File: src/hw/rtl/rrpb_pkg.sv
// ----------------------------------------------------------------------------
// rrpb_pkg
// Shared widths, default sizes, operation/status codes and the sequencer
// state encoding for the round-robin pipe balancer.
// ----------------------------------------------------------------------------
`default_nettype none

package rrpb_pkg;

  localparam int MAX_OUTLETS_DEF = 16;
  localparam int ID_W            = 4;
  localparam int MASK_W          = 16;
  localparam int FUNC_W          = 3;
  localparam int STATUS_W        = 2;

  localparam logic [FUNC_W-1:0] FUNC_ADD        = 3'd0;
  localparam logic [FUNC_W-1:0] FUNC_REMOVE     = 3'd1;
  localparam logic [FUNC_W-1:0] FUNC_SEND       = 3'd2;
  localparam logic [FUNC_W-1:0] FUNC_PROBE      = 3'd3;
  localparam logic [FUNC_W-1:0] FUNC_ACTIVATE   = 3'd4;
  localparam logic [FUNC_W-1:0] FUNC_DEACTIVATE = 3'd5;

  localparam logic [STATUS_W-1:0] STATUS_OK       = 2'd0;
  localparam logic [STATUS_W-1:0] STATUS_BLOCK    = 2'd1;
  localparam logic [STATUS_W-1:0] STATUS_ERROR    = 2'd2;
  localparam logic [STATUS_W-1:0] STATUS_DUP_FULL = 2'd3;

  typedef enum logic [5:0] {
    ST_IDLE   = 6'b000001,
    ST_START  = 6'b000010,
    ST_SCAN   = 6'b000100,
    ST_SHIFT  = 6'b001000,
    ST_TAIL   = 6'b010000,
    ST_FINISH = 6'b100000
  } state_t;

endpackage

`default_nettype wire

File: src/hw/rtl/round_robin_pipe_balancer.sv
// ----------------------------------------------------------------------------
// round_robin_pipe_balancer
// Move-to-back round-robin outlet balancer: ordered member list in a small
// memory, walked one entry per cycle by a sequencer.
// ----------------------------------------------------------------------------
// One item at a time. Add, activate, deactivate and unused codes do not
// walk the list. Send and probe on a non-empty list, and remove of a
// member, walk the order list through its single read port, one entry per
// cycle; send on a ready entry and remove then rotate that entry to the
// back one entry per cycle. A new item is taken once the result is loaded
// into the output register, even if it is still waiting to be taken.
`default_nettype none

module round_robin_pipe_balancer #(
  parameter int MAX_OUTLETS = rrpb_pkg::MAX_OUTLETS_DEF
) (
  input  wire logic                          clk,
  input  wire logic                          rst,
  input  wire logic                          in_valid,
  output logic                               in_stall,
  input  wire logic [rrpb_pkg::FUNC_W-1:0]   func,
  input  wire logic [rrpb_pkg::ID_W-1:0]     pipe_id,
  input  wire logic [rrpb_pkg::MASK_W-1:0]   ready_mask,
  input  wire logic [rrpb_pkg::MASK_W-1:0]   error_mask,
  output logic                               out_valid,
  input  wire logic                          out_stall,
  output logic [rrpb_pkg::STATUS_W-1:0]      status,
  output logic [rrpb_pkg::ID_W-1:0]          chosen_pipe,
  output logic                               can_send,
  output logic [rrpb_pkg::MASK_W-1:0]        active_flags
);
  import rrpb_pkg::*;

  localparam int IDX_W = (MAX_OUTLETS > 1) ? $clog2(MAX_OUTLETS) : 1;
  localparam int CNT_W = $clog2(MAX_OUTLETS + 1);

  state_t              state;
  logic [FUNC_W-1:0]   op;
  logic [ID_W-1:0]     pid;
  logic [MASK_W-1:0]   rdy;
  logic [MASK_W-1:0]   err;
  logic [IDX_W-1:0]    idx;
  logic [CNT_W-1:0]    count;
  logic [MASK_W-1:0]   member_mask;
  logic [MASK_W-1:0]   active_mask;
  logic [ID_W-1:0]     mover;
  logic [STATUS_W-1:0] st;
  logic [ID_W-1:0]     chosen;
  logic                can;

  logic [ID_W-1:0]     order_list [MAX_OUTLETS];
  logic [ID_W-1:0]     rd_data;
  logic [IDX_W-1:0]    rd_addr;
  logic                wr_en;
  logic [IDX_W-1:0]    wr_addr;
  logic [ID_W-1:0]     wr_data;

  logic [CNT_W-1:0]    idx_p1;
  logic [CNT_W-1:0]    cnt_m1;
  logic                at_last;
  logic                add_bad;
  logic                hit;
  logic                stop_err;
  logic                is_send;
  logic                is_probe;
  logic                is_remove;
  logic                start_walk;

  assign in_stall   = (state != ST_IDLE);
  assign idx_p1     = CNT_W'(idx) + CNT_W'(1);
  assign cnt_m1     = count - CNT_W'(1);
  assign at_last    = (idx_p1 == count);
  assign add_bad    = member_mask[pid] || (count >= CNT_W'(MAX_OUTLETS));
  assign is_send    = (op == FUNC_SEND);
  assign is_probe   = (op == FUNC_PROBE);
  assign is_remove  = (op == FUNC_REMOVE);
  assign start_walk = (is_remove && member_mask[pid]) ||
                      ((is_send || is_probe) && (count != '0));

  always_comb begin
    hit      = 1'b0;
    stop_err = 1'b0;
    if (is_remove) begin
      hit = (rd_data == pid);
    end else if (is_send) begin
      hit      = rdy[rd_data];
      stop_err = err[rd_data];
    end else if (is_probe) begin
      hit = rdy[rd_data];
    end
  end

  always_comb begin
    rd_addr = idx;
    wr_en   = 1'b0;
    wr_addr = idx;
    wr_data = rd_data;
    case (state)
      ST_START: begin
        rd_addr = '0;
        if (op == FUNC_ADD && !add_bad) begin
          wr_en   = 1'b1;
          wr_addr = count[IDX_W-1:0];
          wr_data = pid;
        end
      end
      ST_SCAN: begin
        rd_addr = idx_p1[IDX_W-1:0];
        if (hit && !is_probe && at_last) begin
          wr_en = 1'b1;
        end
      end
      ST_SHIFT: begin
        rd_addr = IDX_W'(idx_p1 + CNT_W'(1));
        wr_en   = 1'b1;
      end
      ST_TAIL: begin
        wr_en   = 1'b1;
        wr_data = mover;
      end
      default: begin
        rd_addr = idx;
      end
    endcase
  end

  always_ff @(posedge clk) begin
    rd_data <= order_list[rd_addr];
    if (wr_en) begin
      order_list[wr_addr] <= wr_data;
    end
  end

  always_ff @(posedge clk) begin
    if (rst) begin
      state       <= ST_IDLE;
      count       <= '0;
      member_mask <= '0;
      active_mask <= '0;
      out_valid   <= 1'b0;
    end else begin
      if (state == ST_FINISH && (!out_valid || !out_stall)) begin
        out_valid <= 1'b1;
      end else if (out_valid && !out_stall) begin
        out_valid <= 1'b0;
      end
      case (state)
        ST_IDLE: begin
          if (in_valid) begin
            op    <= func;
            pid   <= pipe_id;
            rdy   <= ready_mask;
            err   <= error_mask;
            state <= ST_START;
          end
        end
        ST_START: begin
          st     <= is_send ? STATUS_BLOCK :
                    ((op == FUNC_ADD && add_bad) ? STATUS_DUP_FULL : STATUS_OK);
          chosen <= '0;
          can    <= 1'b0;
          idx    <= '0;
          state  <= start_walk ? ST_SCAN : ST_FINISH;
          case (op)
            FUNC_ADD: begin
              if (!add_bad) begin
                count            <= count + CNT_W'(1);
                member_mask[pid] <= 1'b1;
                active_mask[pid] <= 1'b0;
              end
            end
            FUNC_REMOVE: begin
              if (member_mask[pid]) begin
                member_mask[pid] <= 1'b0;
              end
            end
            FUNC_ACTIVATE: begin
              active_mask[pid] <= 1'b1;
            end
            FUNC_DEACTIVATE: begin
              active_mask[pid] <= 1'b0;
            end
            default: begin
            end
          endcase
        end
        ST_SCAN: begin
          if (hit) begin
            mover <= rd_data;
            if (!is_remove) begin
              active_mask[rd_data] <= 1'b1;
            end
            if (is_send) begin
              st     <= STATUS_OK;
              chosen <= rd_data;
            end
            if (is_probe) begin
              can   <= 1'b1;
              state <= ST_FINISH;
            end else if (at_last) begin
              if (is_remove) begin
                count <= cnt_m1;
              end
              state <= ST_FINISH;
            end else begin
              state <= ST_SHIFT;
            end
          end else if (stop_err) begin
            st     <= STATUS_ERROR;
            chosen <= rd_data;
            state  <= ST_FINISH;
          end else begin
            if (!is_remove) begin
              active_mask[rd_data] <= 1'b0;
            end
            idx <= idx_p1[IDX_W-1:0];
            if (at_last) begin
              state <= ST_FINISH;
            end
          end
        end
        ST_SHIFT: begin
          idx <= idx_p1[IDX_W-1:0];
          if (idx_p1 == cnt_m1) begin
            state <= ST_TAIL;
          end
        end
        ST_TAIL: begin
          if (is_remove) begin
            count <= cnt_m1;
          end
          state <= ST_FINISH;
        end
        ST_FINISH: begin
          if (!out_valid || !out_stall) begin
            status       <= st;
            chosen_pipe  <= chosen;
            can_send     <= can;
            active_flags <= active_mask;
            state        <= ST_IDLE;
          end
        end
        default: begin
          state <= ST_IDLE;
        end
      endcase
    end
  end

endmodule

`default_nettype wire

File: config.mk
export PLATFORM = sky130hd
export DESIGN_NAME = round_robin_pipe_balancer
export DESIGN_NICKNAME = d
export VERILOG_FILES = /design/src/hw/rtl/rrpb_pkg.sv /design/src/hw/rtl/round_robin_pipe_balancer.sv
export SDC_FILE = /design/constraint.sdc
export NUM_CORES = 1
export LEC_CHECK = 0
export BUFFER_PORTS_ARGS = -buffer_cell sky130_fd_sc_hd__buf_4
export CORE_UTILIZATION = 35
export CTS_BUF_LIST = sky130_fd_sc_hd__clkbuf_16
export CTS_CLUSTER_DIAMETER = 100
export DETAILED_ROUTE_END_ITERATION = 8
export GPL_ROUTABILITY_DRIVEN = 0
export MAX_ROUTING_LAYER = met4
export PLACE_DENSITY = 0.52
export RECOVER_POWER = 50
export SYNTH_ARGS = -nofsm -noshare
export SYNTH_HDL_FRONTEND = slang
export SYNTH_SLANG_ARGS = --single-unit
export TNS_END_PERCENT = 50
File: constraint.sdc
create_clock -name clk -period 9.35 [get_ports clk]
set_clock_uncertainty 0.1 [all_clocks]
set_input_delay 2.3375 -clock clk [delete_from_list [all_inputs] [get_ports clk]]
set_output_delay 2.3375 -clock clk [all_outputs]
set_load 0.05 [all_outputs]
==> results.md <==
- Crit path largest cell delay: 1.55 ns
- Area delta synth->final: 13.81%
- Leak Pwr: 0.003362 uW
- Routed WL: 20780 um
- Hold slack: 0.3220 ns
- H-tree Lvls: 4
- Sink Count: 189
- Crit. Startpoint: rst
- Inst Count DP: 1103
- DIE AREA: 26000 um^2
- Share of layout cells above drive strength 1: 13.07%
- Setup_tns: 0 ns
- Worst-case clock buffer depth: 2
- Die width: 161.3 um
- Antenna Cells: 0
- Outcome: complete, but fails checks
- Total chip power: 1732 uW
- Initial DRC Count: 529
- Switching Fraction: 23.91%
- Clock Tree Root: clkbuf_16
- Antenna viol nets, final: 0
- # Max-Cap Violations: 3
- I/O pins: 68
- Global-route wire length before repair: 32740 um
- Crit. End Element: register
- Post-synthesis sequential area ratio: 58.52%
- Rows: 57
- TritonCTS clock tree: built
- Pin count of the biggest net entering global routing: 52
- CP arrival: 5.30 ns
- Critical Path End: rdy[13]
- Number of fill cells in the layout: 2318
- Via/cell ratio: 5.501
- Top_reg_cell synth: edfxtp_1
- Cell mode on critical path: clkbuf_1
- Internal Pwr Total: 1318 uW
- Final setup violating endpoints: 0
- CTS resizes: 0
- Psw: 414.3 uW
- Sequential power share: 53.6%
- Cell class contributing the biggest share of worst-path delay: buffers and inverters
- R2R Setup Slk: 4.89 ns
- F_max: 0.1859 GHz
- FFs w/ async S/R, synth: 0%
- Synth area leader: edfxtp_1
- Peak VDD IR: 0.1240 mV
- Number of synthesized flops with an enable pin: 141
- HP Class: reg -> reg
- Vias in the first global route: 5977
- Worst Tran Pin Value: 2.394 ns
- Chip height: 161.3 um
- Min Tclk post-route: 5.380 ns
- Synth area leaders: edfxtp_1, dfxtp_1, mux2i_1
- Clock Latency Late Sink: 0.43 ns
- Post-Syn Area per Cell: 11.70 um^2
- Total setup buffers inserted after CTS: 0
- Core area: 24600 um^2
- Worst-path maximum fanout: 51
- Total CTS buffers: 17
- Post-Place Setup Slack: 5.435 ns
- WP data required: 9.27 ns
- Clock transition at path regs: 0.07 ns
- Crit-path cells: clkbuf_1 -> nor3b_1 -> clkbuf_1
- Startpoint class of the critical path: primary input
- Worst path slowest cell: clkbuf_1
- Slew HR: -59.58%
- Drt drc: 0
- Initial Util: 36.08%
- Buf/Inv on CP: 2
- Post-Syn Instances: 759
- Failing checks: capacitance limit, slew limit
- Period utilisation layout: 57.54%
- Critical path type: in -> reg
- Synth cell types: 60
- Post-synth top area share: 47.70%
- Logic pwr share: 5.8%
- Non-filler cells, final: 1135
- Count of final hold-check violations: 0
- Remaining Overflow, GRT: 0
- Syn Nets: 806
- Post-layout net count: 845
- Pwr/cell area: 171.5 nW/um^2
- Hold buffers post-CTS: 0
- Total GRT Usage: 16.71%
- DR pass1 iterations: 5
- Input/output buffers: 67
- Slew Viols, Final: 118
- DR WL/cell: 18.30 um
- Clock group share of total power: 40.6%
- RSZ-0062 raised after global routing: no
- Total number of yosys warnings: 0
- Reg-to-reg startpoint: state[0]
- Initial antenna violation count: 0
- Reg2Reg Depth: 7
- Via Count: 6244
- Yosys reg bits: 189
- Netlist Area Pre-Place: 8877 um^2
- HPWL after DPL: 14330 um
- Post-route setup slack: 3.970 ns
- Levels on crit path: 3
[metrics by stage]
step | util [%] | area, um^2
floorplan | - | 8877
global placement | 39.22 | 9651
detailed placement | 39.22 | 9651
CTS | 41.56 | 10220
global route | 41.06 | 10100
finish | 41.06 | 10100
[cell usage in the layout, fill, tap and decap left out, drive strengths merged, types with 15 or more instances in the layout]
master	netlist	final
nor2b	18	18
o21ai	15	15
inv	15	23
clkbuf	40	85
mux2i	61	61
edfxtp	141	141
nor2	50	50
a311oi	16	16
nand2	42	42
nand4	20	20
o22ai	26	26
dfxtp	48	48
a21oi	60	60
a211oi	21	21
nand3	32	32
[logic make-up (layout without fill, tap and decap cells)]
logic type                 after synthesis  in the layout  share of synthesized area, %
muxes                                   76             76                         9.542
and+or+nand+nor                        223            223                         13.09
DFF                                    189            189                         58.52
buffers and inverters                   71            123                         3.227
adders and majority gates                4              4                        0.5638
AOI/OAI and AO/OA                      178            178                         13.28
xor gates and xnor gates                18             18                         1.776
[final cells by class]
type | count | area, um^2 | share of cell area [%]
multi-input combinational | 499 | 3407 | 33.72
tap | 324 | 405.4 | 4.012
clock buffer | 18 | 450.4 | 4.458
timing repair buffer | 76 | 465.4 | 4.607
inverter | 15 | 56.30 | 0.5573
sequential | 189 | 5195 | 51.42
clock inverter | 14 | 123.9 | 1.226
[synthesized netlist by cell type (3+ instances only)]
cell      count
o21ai_0      15
nor2_1       50
a211oi_1     21
o22ai_1      26
ha_1          4
nand2_1      42
edfxtp_1    141
nor3b_1       5
a22o_1        4
or3_1         6
nor2b_1      18
a22oi_1      10
inv_1        14
and3_1        4
mux2i_1      61
a21o_1        3
and4_1        3
xnor2_1      11
nand3b_1      4
xor2_1        7
nor4_1        6
nand2b_1     10
mux4_2        6
buf_1         4
nand4_1      20
buf_2        10
nor3_1       10
a21oi_1      59
clkbuf_1     40
mux2_2        9
or2_2         4
nand3_1      32
dfxtp_1      48
a311oi_1     16
a31oi_1       4
[power groups by stage]
stage	sequential [uW]	combinational, uW	clock, uW
floorplan	936	71.0	0
global placement	946	101	0
detailed placement	947	102	0
CTS	928	103	720
global route	930	109	752
finish	928	100	704
[layer usage]
| layer | vias to the layer above | track usage, % | wire, um |
|---|---|---|---|
| met5 | - | - | 0 |
| met4 | 0 | 4.889 | 251 |
| met3 | 23 | 2.696 | 1031 |
| met2 | 204 | 26.23 | 9775 |
| met1 | 3029 | 22.25 | 9716 |
| li1 | 2988 | - | - |
[worst reg2reg max path, stage by stage, from the launching register on]
cell and delay, ns:
dfxtp_1 0.37, nor4_1 0.71, nand2_1 0.63, inv_1 0.84
nand4_1 0.56, o221a_2 0.67, a21oi_1 0.26, a211oi_1 0.07
[how the worst min path moves through the flow]
stage	start	endpoint	cells after the start
after global routing	st[0]	status[0]	0
after global placement	chosen[1]	chosen_pipe[1]	0
after CTS	chosen[2]	chosen_pipe[2]	0
final	chosen[0]	chosen_pipe[0]	0
after floorplan	can	can_send	0
after detailed placement	chosen[0]	chosen_pipe[0]	0
(Power assumes the default switching activity.)
